**config.mk**
```make
export PLATFORM = sky130hd
export DESIGN_NAME = telnet_iac_line_console_core_flat
export DESIGN_NICKNAME = d
export VERILOG_FILES = /design/src/hdl/tic_pkg.sv /design/src/hdl/tic_if.sv /design/src/hdl/telnet_iac_line_console_core.sv /design/src/hdl/tic_ram.sv /design/src/hdl/tic_parse.sv /design/src/flat_wrapper.sv
export VERILOG_INCLUDE_DIRS = /design/src /design/src/hdl
export SDC_FILE = /design/constraint.sdc
export NUM_CORES = 1
export LEC_CHECK = 0
export BUFFER_PORTS_ARGS = -buffer_cell sky130_fd_sc_hd__buf_4
export CORE_UTILIZATION = 35
export DETAILED_ROUTE_END_ITERATION = 10
export PLACE_DENSITY = 0.55
export SLEW_MARGIN = 0
export SYNTH_ARGS = -nofsm -noshare
export SYNTH_HDL_FRONTEND = slang
export SYNTH_SLANG_ARGS = --single-unit
```
**constraint.sdc**
```tcl
create_clock -name clk -period 6.2 [get_ports clk]
set_input_delay 1.24 -clock clk [delete_from_list [all_inputs] [get_ports clk]]
set_output_delay 1.24 -clock clk [all_outputs]
set_load 0.01 [all_outputs]
```
**src/hdl/assert_macros.svh**
```systemverilog
// Assertion macros shared by the telnet line console RTL.
// Depends on nothing; included inside module bodies that check their own logic.
`ifndef ASSERT_MACROS_SVH
`define ASSERT_MACROS_SVH

// Condition must hold at every clock edge outside reset.
`define TIC_ASSERT_ALWAYS(label, clk_s, rstn_s, cond) \
    label: assert property (@(posedge clk_s) disable iff (!rstn_s) (cond)) \
        else $error("tic: invariant violated");

// Antecedent implies consequent in the same cycle.
`define TIC_ASSERT_IMPLIES(label, clk_s, rstn_s, ante, cons) \
    label: assert property (@(posedge clk_s) disable iff (!rstn_s) (ante) |-> (cons)) \
        else $error("tic: implication violated");

// Antecedent implies consequent in the next cycle.
`define TIC_ASSERT_NEXT(label, clk_s, rstn_s, ante, cons) \
    label: assert property (@(posedge clk_s) disable iff (!rstn_s) (ante) |=> (cons)) \
        else $error("tic: next-cycle property violated");

`endif

```
**src/hdl/tic_pkg.sv**
```systemverilog
// Package for the telnet line console: codes, row layout, constant text ROM.
// No dependencies; imported by the parser and the top level.
package tic_pkg;

    localparam int DEF_CONNECTIONS = 4;
    localparam int DEF_LINE_BYTES  = 32;
    localparam int LEN_W           = 6;
    localparam int ROM_W           = 5;

    // request codes
    localparam logic [1:0] OP_OPEN  = 2'd0;
    localparam logic [1:0] OP_BYTE  = 2'd1;
    localparam logic [1:0] OP_CLOSE = 2'd2;
    localparam logic [1:0] OP_COUNT = 2'd3;

    // result kinds
    localparam logic [1:0] KIND_CLIENT = 2'd0;
    localparam logic [1:0] KIND_LINE   = 2'd1;
    localparam logic [1:0] KIND_END    = 2'd2;
    localparam logic [1:0] KIND_COUNT  = 2'd3;

    // telnet command bytes
    localparam logic [7:0] TN_SE   = 8'd240;
    localparam logic [7:0] TN_SB   = 8'd250;
    localparam logic [7:0] TN_WILL = 8'd251;
    localparam logic [7:0] TN_WONT = 8'd252;
    localparam logic [7:0] TN_DO   = 8'd253;
    localparam logic [7:0] TN_DONT = 8'd254;
    localparam logic [7:0] TN_IAC  = 8'd255;
    localparam logic [7:0] OPTION_ECHO = 8'd1;
    localparam logic [7:0] OPTION_SGA  = 8'd3;

    // line editing bytes
    localparam logic [7:0] CH_NUL   = 8'h00;
    localparam logic [7:0] CH_BS    = 8'h08;
    localparam logic [7:0] CH_LF    = 8'h0A;
    localparam logic [7:0] CH_CR    = 8'h0D;
    localparam logic [7:0] CH_SPACE = 8'h20;
    localparam logic [7:0] CH_DEL   = 8'h7F;

    // parser state codes as stored in the row memory
    localparam logic [2:0] PS_NORMAL  = 3'd0;
    localparam logic [2:0] PS_IAC     = 3'd1;
    localparam logic [2:0] PS_OPT     = 3'd2;
    localparam logic [2:0] PS_SUB     = 3'd3;
    localparam logic [2:0] PS_SUB_IAC = 3'd4;

    // pending verb, stored as offset from WILL
    localparam logic [1:0] VERB_WILL = 2'd0;
    localparam logic [1:0] VERB_WONT = 2'd1;
    localparam logic [1:0] VERB_DO   = 2'd2;
    localparam logic [1:0] VERB_DONT = 2'd3;

    // text ROM layout: greeting, its tail doubles as CR LF and prompt, then erase
    localparam logic [ROM_W-1:0] ROM_GREET_FIRST  = 5'd0;
    localparam logic [ROM_W-1:0] ROM_GREET_LAST   = 5'd24;
    localparam logic [ROM_W-1:0] ROM_CRLF_FIRST   = 5'd21;
    localparam logic [ROM_W-1:0] ROM_CRLF_LAST    = 5'd22;
    localparam logic [ROM_W-1:0] ROM_PROMPT_FIRST = 5'd23;
    localparam logic [ROM_W-1:0] ROM_PROMPT_LAST  = 5'd24;
    localparam logic [ROM_W-1:0] ROM_ERASE_FIRST  = 5'd25;
    localparam logic [ROM_W-1:0] ROM_ERASE_LAST   = 5'd27;

    typedef struct packed {
        logic [2:0]       ps;
        logic [1:0]       verb;
        logic             cr;
        logic [LEN_W-1:0] len;
    } row_t;

    typedef enum logic [1:0] {
        ACT_NONE,
        ACT_BYTES,
        ACT_ERASE,
        ACT_LINE
    } act_kind_t;

    typedef struct packed {
        act_kind_t  kind;
        logic [1:0] cnt;
        logic [7:0] b0;
        logic [7:0] b1;
        logic [7:0] b2;
        logic       store;
    } tic_act_t;

    typedef enum logic [2:0] {
        ST_IDLE,
        ST_EXEC,
        ST_ROM,
        ST_TRIO,
        ST_LINE_ADDR,
        ST_LINE_DATA,
        ST_LINE_END,
        ST_COUNT
    } state_t;

    function automatic logic [7:0] tic_rom_byte(input logic [ROM_W-1:0] idx);
        logic [7:0] r;
        unique case (idx)
            5'd0:    r = TN_IAC;
            5'd1:    r = TN_WILL;
            5'd2:    r = OPTION_ECHO;
            5'd3:    r = TN_IAC;
            5'd4:    r = TN_WILL;
            5'd5:    r = OPTION_SGA;
            5'd6:    r = 8'h50; // P
            5'd7:    r = 8'h43; // C
            5'd8:    r = 8'h20;
            5'd9:    r = 8'h54; // T
            5'd10:   r = 8'h65; // e
            5'd11:   r = 8'h6C; // l
            5'd12:   r = 8'h6E; // n
            5'd13:   r = 8'h65; // e
            5'd14:   r = 8'h74; // t
            5'd15:   r = 8'h20;
            5'd16:   r = 8'h72; // r
            5'd17:   r = 8'h65; // e
            5'd18:   r = 8'h61; // a
            5'd19:   r = 8'h64; // d
            5'd20:   r = 8'h79; // y
            5'd21:   r = CH_CR;
            5'd22:   r = CH_LF;
            5'd23:   r = 8'h3E; // >
            5'd24:   r = CH_SPACE;
            5'd25:   r = CH_BS;
            5'd26:   r = CH_SPACE;
            5'd27:   r = CH_BS;
            default: r = CH_NUL;
        endcase
        return r;
    endfunction

endpackage

```
**src/hdl/tic_if.sv**
```systemverilog
// Valid/ready channel interfaces for the telnet line console.
// No dependencies; used by the top-level ports.
interface tic_cmd_if;
    logic       valid;
    logic       ready;
    logic [1:0] op;
    logic [1:0] conn;
    logic [7:0] rx_byte;

    modport source (output valid, op, conn, rx_byte, input ready);
    modport sink   (input valid, op, conn, rx_byte, output ready);
endinterface

interface tic_res_if;
    logic       valid;
    logic       ready;
    logic [1:0] out_conn;
    logic [1:0] kind;
    logic [7:0] value;
    logic       last;

    modport source (output valid, out_conn, kind, value, last, input ready);
    modport sink   (input valid, out_conn, kind, value, last, output ready);
endinterface

```
**src/hdl/telnet_iac_line_console_core.sv**
```systemverilog
// Top level of the telnet line console: sequencer, row memory, line memory.
// Depends on tic_pkg, tic_if, tic_ram, tic_parse and assert_macros.svh.
//
//   channel | dir | payload                        | transaction when
//   --------+-----+--------------------------------+------------------------
//   cmd     | in  | op, conn, rx_byte              | cmd.valid && cmd.ready
//   res     | out | out_conn, kind, value, last    | res.valid && res.ready
//
// A silent received byte is accepted with a row read, then its row is
// modified and written back. A line byte is read from the line memory in
// ST_LINE_ADDR and pushed in ST_LINE_DATA. Open clears the row and sends the
// greeting. Reset clears open flags, their count, output valid and the FSM
// only; rows are rewritten on open, so no clearing pass runs.
// One output register decouples the sides: a new request is taken while the
// last result of the previous one still waits; downstream stalls hold the FSM.
module telnet_iac_line_console_core #(
    parameter int CONNECTIONS = tic_pkg::DEF_CONNECTIONS,
    parameter int LINE_BYTES  = tic_pkg::DEF_LINE_BYTES
) (
    input  logic             clk,
    input  logic             rst_n,
    tic_cmd_if.sink          cmd,
    tic_res_if.source        res
);
    import tic_pkg::*;

    `include "assert_macros.svh"

    localparam int ROW_AW = (CONNECTIONS > 1) ? $clog2(CONNECTIONS) : 1;
    localparam int IDX_W  = $clog2(LINE_BYTES);
    localparam int LS_DEPTH = CONNECTIONS * (2 ** IDX_W);
    localparam int LS_AW  = (LS_DEPTH > 1) ? $clog2(LS_DEPTH) : 1;
    localparam int CNT_W  = $clog2(CONNECTIONS + 1);
    localparam int ROW_W  = $bits(row_t);

    // FSM and request registers
    state_t              state_reg, state_next;
    logic [1:0]          conn_reg, conn_next;
    logic [ROW_AW-1:0]   row_reg, row_next_idx;
    logic [7:0]          byte_reg, byte_next;

    // constant text walker
    logic [ROM_W-1:0]    rom_ptr_reg, rom_ptr_next;
    logic [ROM_W-1:0]    rom_end_reg, rom_end_next;
    logic                rom_last_reg, rom_last_next;
    state_t              rom_ret_reg, rom_ret_next;

    // line dispatch and short byte runs
    logic [LEN_W-1:0]    line_n_reg, line_n_next;
    logic [LEN_W-1:0]    idx_reg, idx_next;
    logic [2:0][7:0]     trio_reg, trio_next;
    logic [1:0]          trio_cnt_reg, trio_cnt_next;
    logic [1:0]          trio_k_reg, trio_k_next;
    logic [7:0]          trio_byte;

    // open flags and their count
    logic [CONNECTIONS-1:0] open_reg, open_next;
    logic [CNT_W-1:0]       open_cnt_reg, open_cnt_next;

    // output register
    logic                ov_reg;
    logic [1:0]          oconn_reg;
    logic [1:0]          okind_reg;
    logic [7:0]          oval_reg;
    logic                olast_reg;
    logic                can_push;
    logic                push_en;
    logic [1:0]          push_kind;
    logic [7:0]          push_val;
    logic                push_last;

    // memory ports
    logic                row_we, row_re;
    logic [ROW_AW-1:0]   row_waddr;
    row_t                row_wdata, row_rdata, row_upd;
    tic_act_t            act;
    logic                ls_we, ls_re;
    logic [LS_AW-1:0]    ls_waddr, ls_raddr;
    logic [7:0]          ls_rdata;

    // incoming request decode
    logic [3:0]          conn_wide;
    logic [ROW_AW-1:0]   acc_row;
    logic                in_range;
    logic                acc;

    assign conn_wide = {2'b00, cmd.conn};
    assign acc_row   = conn_wide[ROW_AW-1:0];
    assign in_range  = {1'b0, conn_wide} < 5'(CONNECTIONS);
    assign cmd.ready = (state_reg == ST_IDLE);
    assign acc       = cmd.valid && cmd.ready;
    assign can_push  = !ov_reg || res.ready;

    assign res.valid    = ov_reg;
    assign res.out_conn = oconn_reg;
    assign res.kind     = okind_reg;
    assign res.value    = oval_reg;
    assign res.last     = olast_reg;

    tic_ram #(
        .WIDTH (ROW_W),
        .DEPTH (CONNECTIONS)
    ) u_row_ram (
        .clk   (clk),
        .we    (row_we),
        .waddr (row_waddr),
        .wdata (row_wdata),
        .re    (row_re),
        .raddr (acc_row),
        .rdata (row_rdata)
    );

    tic_ram #(
        .WIDTH (8),
        .DEPTH (LS_DEPTH)
    ) u_line_ram (
        .clk   (clk),
        .we    (ls_we),
        .waddr (ls_waddr),
        .wdata (byte_reg),
        .re    (ls_re),
        .raddr (ls_raddr),
        .rdata (ls_rdata)
    );

    tic_parse #(
        .LINE_BYTES (LINE_BYTES)
    ) u_parse (
        .row      (row_rdata),
        .rx_byte  (byte_reg),
        .row_next (row_upd),
        .act      (act)
    );

    always_comb
    begin
        unique case (trio_k_reg)
            2'd0:    trio_byte = trio_reg[0];
            2'd1:    trio_byte = trio_reg[1];
            default: trio_byte = trio_reg[2];
        endcase
    end

    // next state, memory controls and result pushes
    always_comb
    begin
        state_next    = state_reg;
        conn_next     = conn_reg;
        row_next_idx  = row_reg;
        byte_next     = byte_reg;
        rom_ptr_next  = rom_ptr_reg;
        rom_end_next  = rom_end_reg;
        rom_last_next = rom_last_reg;
        rom_ret_next  = rom_ret_reg;
        line_n_next   = line_n_reg;
        idx_next      = idx_reg;
        trio_next     = trio_reg;
        trio_cnt_next = trio_cnt_reg;
        trio_k_next   = trio_k_reg;
        open_next     = open_reg;
        open_cnt_next = open_cnt_reg;

        push_en   = 1'b0;
        push_kind = KIND_CLIENT;
        push_val  = '0;
        push_last = 1'b0;

        row_we    = 1'b0;
        row_re    = 1'b0;
        row_waddr = row_reg;
        row_wdata = row_upd;
        ls_we     = 1'b0;
        ls_re     = 1'b0;
        ls_waddr  = LS_AW'({row_reg, row_rdata.len[IDX_W-1:0]});
        ls_raddr  = LS_AW'({row_reg, idx_reg[IDX_W-1:0]});

        unique case (state_reg)
            ST_IDLE:
            begin
                if (acc)
                begin
                    conn_next    = cmd.conn;
                    row_next_idx = acc_row;
                    byte_next    = cmd.rx_byte;
                    unique case (cmd.op)
                        OP_COUNT:
                        begin
                            state_next = ST_COUNT;
                        end
                        OP_OPEN:
                        begin
                            if (in_range)
                            begin
                                // clear the row and start the greeting
                                row_we    = 1'b1;
                                row_waddr = acc_row;
                                row_wdata = '0;
                                if (!open_reg[acc_row])
                                begin
                                    open_cnt_next = open_cnt_reg + 1'b1;
                                end
                                open_next[acc_row] = 1'b1;
                                rom_ptr_next  = ROM_GREET_FIRST;
                                rom_end_next  = ROM_GREET_LAST;
                                rom_last_next = 1'b1;
                                rom_ret_next  = ST_IDLE;
                                state_next    = ST_ROM;
                            end
                        end
                        OP_CLOSE:
                        begin
                            if (in_range && open_reg[acc_row])
                            begin
                                open_next[acc_row] = 1'b0;
                                open_cnt_next      = open_cnt_reg - 1'b1;
                            end
                        end
                        default:
                        begin
                            // received byte: fetch the row, write it back in ST_EXEC
                            if (in_range && open_reg[acc_row])
                            begin
                                row_re     = 1'b1;
                                state_next = ST_EXEC;
                            end
                        end
                    endcase
                end
            end
            ST_EXEC:
            begin
                // write back the row; the read port is idle until we return
                row_we = 1'b1;
                ls_we  = act.store;
                unique case (act.kind)
                    ACT_BYTES:
                    begin
                        trio_next     = {act.b2, act.b1, act.b0};
                        trio_cnt_next = act.cnt;
                        trio_k_next   = 2'd0;
                        state_next    = ST_TRIO;
                    end
                    ACT_ERASE:
                    begin
                        rom_ptr_next  = ROM_ERASE_FIRST;
                        rom_end_next  = ROM_ERASE_LAST;
                        rom_last_next = 1'b1;
                        rom_ret_next  = ST_IDLE;
                        state_next    = ST_ROM;
                    end
                    ACT_LINE:
                    begin
                        line_n_next   = row_rdata.len;
                        idx_next      = '0;
                        rom_ptr_next  = ROM_CRLF_FIRST;
                        rom_end_next  = ROM_CRLF_LAST;
                        rom_last_next = 1'b0;
                        rom_ret_next  = ST_LINE_ADDR;
                        state_next    = ST_ROM;
                    end
                    default:
                    begin
                        state_next = ST_IDLE;
                    end
                endcase
            end
            ST_ROM:
            begin
                if (can_push)
                begin
                    push_en   = 1'b1;
                    push_val  = tic_rom_byte(rom_ptr_reg);
                    push_last = rom_last_reg && (rom_ptr_reg == rom_end_reg);
                    if (rom_ptr_reg == rom_end_reg)
                    begin
                        state_next = rom_ret_reg;
                    end
                    else
                    begin
                        rom_ptr_next = rom_ptr_reg + 1'b1;
                    end
                end
            end
            ST_TRIO:
            begin
                if (can_push)
                begin
                    push_en   = 1'b1;
                    push_val  = trio_byte;
                    push_last = (trio_k_reg == trio_cnt_reg - 1'b1);
                    trio_k_next = trio_k_reg + 1'b1;
                    if (push_last)
                    begin
                        state_next = ST_IDLE;
                    end
                end
            end
            ST_LINE_ADDR:
            begin
                if (idx_reg == line_n_reg)
                begin
                    state_next = ST_LINE_END;
                end
                else
                begin
                    ls_re      = 1'b1;
                    state_next = ST_LINE_DATA;
                end
            end
            ST_LINE_DATA:
            begin
                // read data holds while the output stalls
                if (can_push)
                begin
                    push_en    = 1'b1;
                    push_kind  = KIND_LINE;
                    push_val   = ls_rdata;
                    idx_next   = idx_reg + 1'b1;
                    state_next = ST_LINE_ADDR;
                end
            end
            ST_LINE_END:
            begin
                if (can_push)
                begin
                    push_en       = 1'b1;
                    push_kind     = KIND_END;
                    push_val      = 8'(line_n_reg);
                    rom_ptr_next  = ROM_PROMPT_FIRST;
                    rom_end_next  = ROM_PROMPT_LAST;
                    rom_last_next = 1'b1;
                    rom_ret_next  = ST_IDLE;
                    state_next    = ST_ROM;
                end
            end
            ST_COUNT:
            begin
                if (can_push)
                begin
                    push_en    = 1'b1;
                    push_kind  = KIND_COUNT;
                    push_val   = 8'(open_cnt_reg);
                    push_last  = 1'b1;
                    state_next = ST_IDLE;
                end
            end
            default:
            begin
                state_next = ST_IDLE;
            end
        endcase
    end

    // control registers
    always_ff @(posedge clk or negedge rst_n)
    begin
        if (!rst_n)
        begin
            state_reg    <= ST_IDLE;
            open_reg     <= '0;
            open_cnt_reg <= '0;
            ov_reg       <= 1'b0;
        end
        else
        begin
            state_reg    <= state_next;
            open_reg     <= open_next;
            open_cnt_reg <= open_cnt_next;
            if (push_en)
            begin
                ov_reg <= 1'b1;
            end
            else if (res.ready)
            begin
                ov_reg <= 1'b0;
            end
        end
    end

    // payload and working registers
    always_ff @(posedge clk)
    begin
        conn_reg     <= conn_next;
        row_reg      <= row_next_idx;
        byte_reg     <= byte_next;
        rom_ptr_reg  <= rom_ptr_next;
        rom_end_reg  <= rom_end_next;
        rom_last_reg <= rom_last_next;
        rom_ret_reg  <= rom_ret_next;
        line_n_reg   <= line_n_next;
        idx_reg      <= idx_next;
        trio_reg     <= trio_next;
        trio_cnt_reg <= trio_cnt_next;
        trio_k_reg   <= trio_k_next;
        if (push_en)
        begin
            oconn_reg <= conn_reg;
            okind_reg <= push_kind;
            oval_reg  <= push_val;
            olast_reg <= push_last;
        end
    end

    // the running count must track the open flags
    `TIC_ASSERT_ALWAYS(a_open_cnt, clk, rst_n, open_cnt_reg == CNT_W'($countones(open_reg)))
    // the final result of a transaction always returns the sequencer to idle
    `TIC_ASSERT_NEXT(a_last_idle, clk, rst_n, push_en && push_last, state_reg == ST_IDLE)
    // a line byte fetch never runs past the captured line length
    `TIC_ASSERT_IMPLIES(a_line_idx, clk, rst_n, state_reg == ST_LINE_DATA, idx_reg < line_n_reg)

endmodule

```
**src/hdl/tic_ram.sv**
```systemverilog
// Generic single-write, single-read synchronous RAM with registered read data.
// No dependencies.
module tic_ram #(
    parameter int WIDTH = 8,
    parameter int DEPTH = 16
) (
    input  logic                                     clk,
    input  logic                                     we,
    input  logic [(DEPTH > 1 ? $clog2(DEPTH) : 1)-1:0] waddr,
    input  logic [WIDTH-1:0]                         wdata,
    input  logic                                     re,
    input  logic [(DEPTH > 1 ? $clog2(DEPTH) : 1)-1:0] raddr,
    output logic [WIDTH-1:0]                         rdata
);
    logic [WIDTH-1:0] mem [DEPTH];

    always_ff @(posedge clk)
    begin
        if (we)
        begin
            mem[waddr] <= wdata;
        end
        if (re)
        begin
            rdata <= mem[raddr];
        end
    end
endmodule

```
**src/hdl/tic_parse.sv**
```systemverilog
// Per-byte telnet parser and line editor: next row state and the action to run.
// Depends on tic_pkg.
module tic_parse #(
    parameter int LINE_BYTES = tic_pkg::DEF_LINE_BYTES
) (
    input  tic_pkg::row_t     row,
    input  logic [7:0]        rx_byte,
    output tic_pkg::row_t     row_next,
    output tic_pkg::tic_act_t act
);
    import tic_pkg::*;

    localparam logic [LEN_W-1:0] LEN_MAX = LEN_W'(LINE_BYTES - 1);

    logic       data_en;
    logic [7:0] reply;

    always_comb
    begin
        row_next  = row;
        act.kind  = ACT_NONE;
        act.cnt   = 2'd0;
        act.b0    = rx_byte;
        act.b1    = rx_byte;
        act.b2    = rx_byte;
        act.store = 1'b0;
        data_en   = 1'b0;
        reply     = CH_NUL;

        unique case (row.ps)
            PS_IAC:
            begin
                if (rx_byte == TN_SB)
                begin
                    row_next.ps = PS_SUB;
                end
                else if (rx_byte >= TN_WILL && rx_byte <= TN_DONT)
                begin
                    row_next.verb = 2'(rx_byte - TN_WILL);
                    row_next.ps   = PS_OPT;
                end
                else
                begin
                    // escaped IAC is a data 0xFF; other commands are consumed
                    row_next.ps = PS_NORMAL;
                    data_en     = (rx_byte == TN_IAC);
                end
            end
            PS_OPT:
            begin
                row_next.ps = PS_NORMAL;
                if (row.verb == VERB_DO && rx_byte != OPTION_ECHO && rx_byte != OPTION_SGA)
                begin
                    reply = TN_WONT;
                end
                else if (row.verb == VERB_WILL)
                begin
                    reply = TN_DONT;
                end
                if (reply != CH_NUL)
                begin
                    act.kind = ACT_BYTES;
                    act.cnt  = 2'd3;
                    act.b0   = TN_IAC;
                    act.b1   = reply;
                    act.b2   = rx_byte;
                end
            end
            PS_SUB:
            begin
                if (rx_byte == TN_IAC)
                begin
                    row_next.ps = PS_SUB_IAC;
                end
            end
            PS_SUB_IAC:
            begin
                row_next.ps = (rx_byte == TN_SE) ? PS_NORMAL : PS_SUB;
            end
            default:
            begin
                row_next.ps = (rx_byte == TN_IAC) ? PS_IAC : PS_NORMAL;
                data_en     = (rx_byte != TN_IAC);
            end
        endcase

        if (data_en)
        begin
            row_next.cr = 1'b0;
            priority if (row.cr && (rx_byte == CH_LF || rx_byte == CH_NUL))
            begin
                act.kind     = ACT_LINE;
                row_next.len = '0;
            end
            else if (rx_byte == CH_CR)
            begin
                row_next.cr = 1'b1;
            end
            else if (rx_byte == CH_LF)
            begin
                act.kind     = ACT_LINE;
                row_next.len = '0;
            end
            else if (rx_byte == CH_BS || rx_byte == CH_DEL)
            begin
                if (row.len != '0)
                begin
                    row_next.len = row.len - 1'b1;
                    act.kind     = ACT_ERASE;
                end
            end
            else if (rx_byte < CH_SPACE)
            begin
                // other control bytes: drop
            end
            else if (row.len < LEN_MAX)
            begin
                row_next.len = row.len + 1'b1;
                act.kind     = ACT_BYTES;
                act.store    = 1'b1;
                act.cnt      = (rx_byte == TN_IAC) ? 2'd2 : 2'd1;
            end
        end
    end
endmodule
```
**src/flat_wrapper.sv**
```systemverilog
// flat-port wrapper written by rule: the top's interface ports become plain ports
module telnet_iac_line_console_core_flat import tic_pkg::*;
#(
    parameter int CONNECTIONS = tic_pkg::DEF_CONNECTIONS,
    parameter int LINE_BYTES  = tic_pkg::DEF_LINE_BYTES
)
  (clk, rst_n, cmd_valid, cmd_op, cmd_conn, cmd_rx_byte, cmd_ready, res_valid, res_out_conn, res_kind, res_value, res_last, res_ready);
  tic_cmd_if cmd_i ();
  tic_res_if res_i ();
  input  logic clk;
  input  logic rst_n;
  input wire logic [$bits(cmd_i.valid)-1:0] cmd_valid;
  input wire logic [$bits(cmd_i.op)-1:0] cmd_op;
  input wire logic [$bits(cmd_i.conn)-1:0] cmd_conn;
  input wire logic [$bits(cmd_i.rx_byte)-1:0] cmd_rx_byte;
  output wire logic [$bits(cmd_i.ready)-1:0] cmd_ready;
  output wire logic [$bits(res_i.valid)-1:0] res_valid;
  output wire logic [$bits(res_i.out_conn)-1:0] res_out_conn;
  output wire logic [$bits(res_i.kind)-1:0] res_kind;
  output wire logic [$bits(res_i.value)-1:0] res_value;
  output wire logic [$bits(res_i.last)-1:0] res_last;
  input wire logic [$bits(res_i.ready)-1:0] res_ready;
  assign cmd_i.valid = cmd_valid;
  assign cmd_i.op = cmd_op;
  assign cmd_i.conn = cmd_conn;
  assign cmd_i.rx_byte = cmd_rx_byte;
  assign cmd_ready = cmd_i.ready;
  assign res_valid = res_i.valid;
  assign res_out_conn = res_i.out_conn;
  assign res_kind = res_i.kind;
  assign res_value = res_i.value;
  assign res_last = res_i.last;
  assign res_i.ready = res_ready;
  telnet_iac_line_console_core #(.CONNECTIONS(CONNECTIONS), .LINE_BYTES(LINE_BYTES)) u_core (.clk(clk), .rst_n(rst_n), .cmd(cmd_i), .res(res_i));
endmodule
```
-- Yosys cells after proc, flatten, opt, wreduce, memory -nomap -nowiden
Memories as Yosys holds them, arrays and structs flattened. A register that Yosys moved wholly into a read port is not among the register bits.
Cells that the tools add are included.
- flip-flop bits (word level): 88
- bits in writable memories: 1072
- ROM bits: 256
- input bits: 16
- output and inout bits: 15
- word-level logic and storage cells: 277
- memories kept: 3
- memory list (name ; words ; width ; rd ports ; clocked after memory_dff ; write ports ; RTL line ; text):
    u_core.u_line_ram.mem ; 128 ; 8 ; 1 ; 1 ; 1 ; tic_ram.sv:15 ; logic [WIDTH-1:0] mem [DEPTH];
    (no name shown) ; 32 ; 8 ; 1 ; 1 ; 0 ; tic_pkg.sv:100 ; unique case (idx)
    u_core.u_row_ram.mem ; 4 ; 12 ; 1 ; 1 ; 1 ; tic_ram.sv:15 ;
- add/subtract/negate cells: 9
- magnitude comparators: 7
- equality and inequality tests: 51
- multiplexer cells: 144
- bitwise gates (word level): 3
- reductions and logical operators: 39
- operator list (kind ; count):
    $mux 6 ; 10
    $mux 5 ; 11
    $mux 27 ; 2
    $mux 3 ; 18
    $mux 12 ; 4
    $mux 8 ; 6
    $mux 2 ; 23
    $pmux 8 s5 ; 1
    $mux 1 ; 39
    $eq 8x4->1 const B ; 3
    $eq 8x8->1 const B ; 3
    $mux 4 ; 6
    $pmux 3 s8 ; 1
    $ne 2x1->1 const B ; 11
    $pmux 5 s2 ; 2
    $pmux 5 s4 ; 1
    $pmux 3 s3 ; 2
    $pmux 8 s2 ; 1
    $eq 3x3->1 const B ; 5
    $pmux 5 s3 ; 1
    $add 6x1->6 const B ; 2
    $eq 3x2->1 const B ; 4
    $ne 2x2->1 const B ; 6
    $pmux 3 s2 ; 2
    other kinds (59) ; 89

-- Logic depth before layout (Yosys ltp)
- word-level depth: 19
- gate-level depth with buffers: 14

-- Cells and area by module
A second synthesis with hierarchy kept.
- cell total of the unflattened synthesis: 2287
- area, all modules: 47710.8 sq um
- by module, submodules not included (module ; times used ; cells an instance ; area each (sq um) ; sequential area each (sq um)):
    tic_ram (u_core.u_line_ram) ; 1 ; 1635 ; 39750.6 ; 30989.7
    telnet_iac_line_console_core ; 1 ; 427 ; 4794.6 ; 2597.5
    tic_ram (u_core.u_row_ram) ; 1 ; 78 ; 2127.0 ; 1801.7
    tic_parse ; 1 ; 147 ; 1038.5 ; 0.0

-- Worst setup path before layout
Ideal clock, no wire load.
- path kind: register -> register
- from: register u_core.byte_reg[1]
- to: memory u_core.u_line_ram.mem[204][0], in the netlist u_core.u_line_ram.mem[102][0] (enable)
- arrival time: 4.845 ns
- required time: 5.829 ns
- setup slack: 0.984 ns
- cell stages (with the launch flop): 12
- buffers on the path: 3
- clock period less this slack: 5.216 ns
- cells stage by stage: edfxtp_1 ha_1 nand3_1 or2_4 o41a_1 buf_6 or2_0 buf_2 nor4_1 nand3_1 clkbuf_1 nor2_1
- cells in the longest elaborated chain, start to end: 10
- elaborated cells between the ends (all ways): 27
- classes of those cells: 3 x order compare; 7 x eq/ne; 12 x mux; 5 x reduce/logical
- RTL lines (element ; RTL line ; text):
    start, declared ; telnet_iac_line_console_core.sv:40 ; logic [7:0] byte_reg, byte_next;
    start signal, assigned ; telnet_iac_line_console_core.sv:385 ; byte_reg <= byte_next;
    $lt 8x6->1, or another cell as far along ; tic_parse.sv:112 ; else if (rx_byte < CH_SPACE)
    $mux 1 or $logic_or 1x1->1 (tied branches) ; tic_parse.sv:112, tic_parse.sv:104 ;
    $mux 1 ; tic_parse.sv:104 ; else if (rx_byte == CH_BS || rx_byte == CH_DEL)
    $mux 1 ; tic_parse.sv:99 ; else if (rx_byte == CH_LF)
    $mux 1 ; tic_parse.sv:95 ; else if (rx_byte == CH_CR)
    $mux 1 ; tic_parse.sv:90 ; priority if (row.cr && (rx_byte == CH_LF || rx_byte == CH_NUL))
    $mux 1 (*) ; tic_parse.sv:87 ; if (data_en)
    $mux 1 (*) ; telnet_iac_line_console_core.sv:177 ; unique case (state_reg)
    $mux 1 (*) ; tic_ram.sv:19 ; if (we)
    $mux 1 (implied by the code) (*) ; tic_ram.sv:21 ; mem[waddr] <= wdata;
    end, declared ; tic_ram.sv:15 ;
Mark *: on every way between the ends. The rest lies on a longest branch, timed or not.

==> impl_metrics.py <==
metrics = {
    "global_routing": {
        "gr-total-overflow": 0,
        "grt_pass1_vias": 23300,
        "grt_max_degree": 98,
        "grt_pass1_wl_mm": 167,
        "grt_antenna_before_repair": 2,
        "grt.total_usage": 0.167,
    },
    "worst_hold_path": {
        "hp-class": "in2async",
    },
    "pwr": {
        "ir_drop_uv": 261,
        "p_total_mw": 18.6,
        "power.density_nw_per_um2": 347,
        "leakagePower_nw": 16.7,
    },
    "yosys": {
        "synthTopCellsByArea": "edfxtp_1, mux4_2, nor2_1, clkbuf_1, ha_1",
        "synth_cell_type_count": 77,
        "syn_nets": 2290,
        "ys_ff_latch": 1183,
        "synth_area_per_cell_sq_um": 21.0,
        "syn-cell-area_sq_um": 47300,
        "synth_top_area_share": 0.739,
        "yosysSeqAreaShare": 0.749,
        "ys.flop_type": "edfxtp_1",
        "yosysTopAreaCell": "edfxtp_1",
        "synthCells": 2250,
        "async_flop_share": 0.00930,
        "synth-edff-count": 1164,
        "ys.warnings.count": 0,
    },
    "routing": {
        "routedWlPerCell_um": 27.0,
        "wl_met1_mm": 49.4,
        "met3RoutedLength_mm": 6.13,
        "vias": 22700,
        "vias_per_cell": 5.41,
        "ant_nets": 0,
        "drtIter0Drc": 2501,
        "met2WireLength_mm": 55.7,
        "drtPass1Iterations": 11,
        "routed_wirelength_mm": 113,
        "dr.max_layer_used": "met4",
        "drc": 6,
    },
    "cells_and_area": {
        "area_growth_pct": 13.5,
        "drive_above_1_share": 0.270,
        "layout.cells.non_filler": 4207,
        "largest_reg_flops": 1024,
        "fin_nets": 2374,
        "fillerInstances": 11700,
    },
    "setup_path": {
        "crit_fanout": 69,
        "reg2reg_from": "u_core.byte_reg[2]$_DFFE_PP_",
        "cp-end-kind": "flip-flop",
        "cp-start-kind": "flip-flop",
        "rrSetupSlack_ns": 1.49,
        "cp-startpoint": "u_core.byte_reg[2]$_DFFE_PP_",
        "worstSetupPathType": "reg2reg",
        "reg2reg_depth": 11,
        "cp_data_arrival_time_ns": 5.29,
        "required_ns": 6.78,
    },
    "placed_design": {
        "dp_hpwl_mm": 69.6,
        "finalWeightedCongestion": 0.841,
        "dp_cells": 3979,
        "preCtsSetupSlack_ns": 1.39,
        "io_buffers": 30,
    },
    "floorplanning": {
        "die_h_um": 369,
        "ios": 31,
        "start_util": 0.353,
        "row_count": 134,
        "die-width_um": 369,
        "dieArea_sq_um": 137000,
        "core_area_sq_um": 134000,
    },
    "timing": {
        "layout_setup_ws_ns": 1.49,
        "setup_violations": 0,
        "fin_skew_ns": 0.0201,
        "final_hold_viol_count": 0,
        "setup_tns_ns": 0,
        "worst_pin_slew_ns": 1.18,
        "fmax_mhz": 212,
        "period_needed_ns": 4.71,
        "slew_violations": 0,
        "hold_slack_ns": 0.375,
        "relSlewSlack": 0.207,
        "min_period_over_period": 0.760,
        "rsz0062_at_grt": "no",
    },
    "clock_network": {
        "clockBufferDepth": 3,
        "clock-root-buffer": "clkbuf_16",
        "clk_latency_ns": 0.70,
        "cts_setup_buffers": 0,
        "cts_buffers": 121,
        "hold_buffers": 0,
        "cts_tree": "done",
        "cts_num_sinks": 1183,
        "cts.repair.resized": 0,
        "clk_pin_slew_ns": 0.06,
        "htree_levels": 3,
    },
    "status": {
        "status": "finished, violations left",
        "failed_checks": "design-rule violations",
    },
    "run": {
        "cap_viol_max_count": 0,
    },
}
cells by family (layout without fill, tap and decap cells):
family | after synthesis | in the layout | synth area share
fa+ha+maj | 24 | 24 | 0.00651
buf+inv | 145 | 332 | 0.0127
mux | 379 | 379 | 0.173
other cells | 0 | 2 | 0
flops | 1183 | 1183 | 0.749
xor+xnor | 21 | 21 | 0.00389
compound gates | 132 | 132 | 0.0195
simple gates | 366 | 366 | 0.0356
Yosys cell counts (all sizes together) (11+ instances only):
master  instances
mux2i          11
mux2           19
nor2          198
inv            22
nor3           16
nand3          22
ha             23
a22oi          13
o21ai          25
or2            19
mux4          349
buf            43
dfrtp          11
a21oi          25
xnor2          11
nand2          52
clkbuf         77
edfxtp       1164
worst max path at each step:
| stage | endpoint | slack [ns] |
|---|---|---|
| after floorplan | u_core.u_line_ram.mem[102][0]$_DFFE_PP_ | 0.98 |
| after global placement | flip-flop | 1.66 |
| after detailed placement | flip-flop | 1.39 |
| after CTS | flip-flop | 1.52 |
| after global routing | flip-flop | 1.18 |
| final | flip-flop | 1.49 |
cell usage in the layout (no fill, tap or decap), types with 11 or more instances in the layout:
cell type | netlist | final
mux2i_1 | 11 | 11
clkbuf_16 | 0 | 122
ha_1 | 23 | 23
mux4_2 | 349 | 349
buf_4 | 0 | 70
a21oi_1 | 25 | 24
inv_1 | 22 | 22
clkinv_2 | 0 | 23
edfxtp_1 | 1164 | 1164
bufinv_16 | 0 | 12
o21ai_0 | 25 | 25
a22oi_1 | 13 | 13
mux2_2 | 19 | 19
nor3_1 | 16 | 16
nand2_1 | 51 | 51
xnor2_1 | 11 | 11
clkbuf_1 | 77 | 22
or2_2 | 16 | 16
nand3_1 | 22 | 22
dfrtp_1 | 11 | 11
nor2_1 | 198 | 198
clkinv_1 | 2 | 28
layout make-up:
| type | count | area (sq um) | share of cell area |
|---|---|---|---|
| Sequential cell | 1183 | 35400 | 0.660 |
| Multi-Input combinational cell | 922 | 11300 | 0.210 |
| Clock buffer | 144 | 3140 | 0.0585 |
| Tap cell | 1768 | 2210 | 0.0412 |
| Clock inverter | 82 | 763 | 0.0142 |
| Timing Repair Buffer | 81 | 753 | 0.0140 |
| Inverter | 25 | 106 | 0.00198 |
| Antenna cell | 2 | 5.00 | 0.0000933 |
stage by stage:
step           utilization  area, sq um
6_report             0.401        53600
5_1_grt              0.401        53600
4_1_cts              0.401        53600
3_5_place_dp         0.372        49700
3_3_place_gp         0.372        49700
2_1_floorplan            -        47300
worst max-delay path, cell delays in order, from the launching register on:
cell and delay, ns:
edfxtp_1 0.47, buf_4 0.62, and3b_1 0.30, o21bai_1 0.50, o211ai_2 0.27, and3_1 0.46, o2bb2ai_1 0.65, inv_1 0.27
ha_1 0.29, o211ai_1 0.13, a21oi_1 0.12, or4b_1 0.49
power breakdown:
part,switching [mW],total [mW],internal (mW)
Combinational,1.37,2.15,0.776
Sequential,0.151,9.33,9.18
Clock,3.05,7.15,4.11
Total,4.57,18.6,14.1
per-layer routing:
layer	GRT usage	up-vias
li1	-	9551
met1	0.235	12300
met2	0.274	754
met3	0.0249	154
met4	0.0373	0
met5	0	-
(Power assumes the default switching activity.)
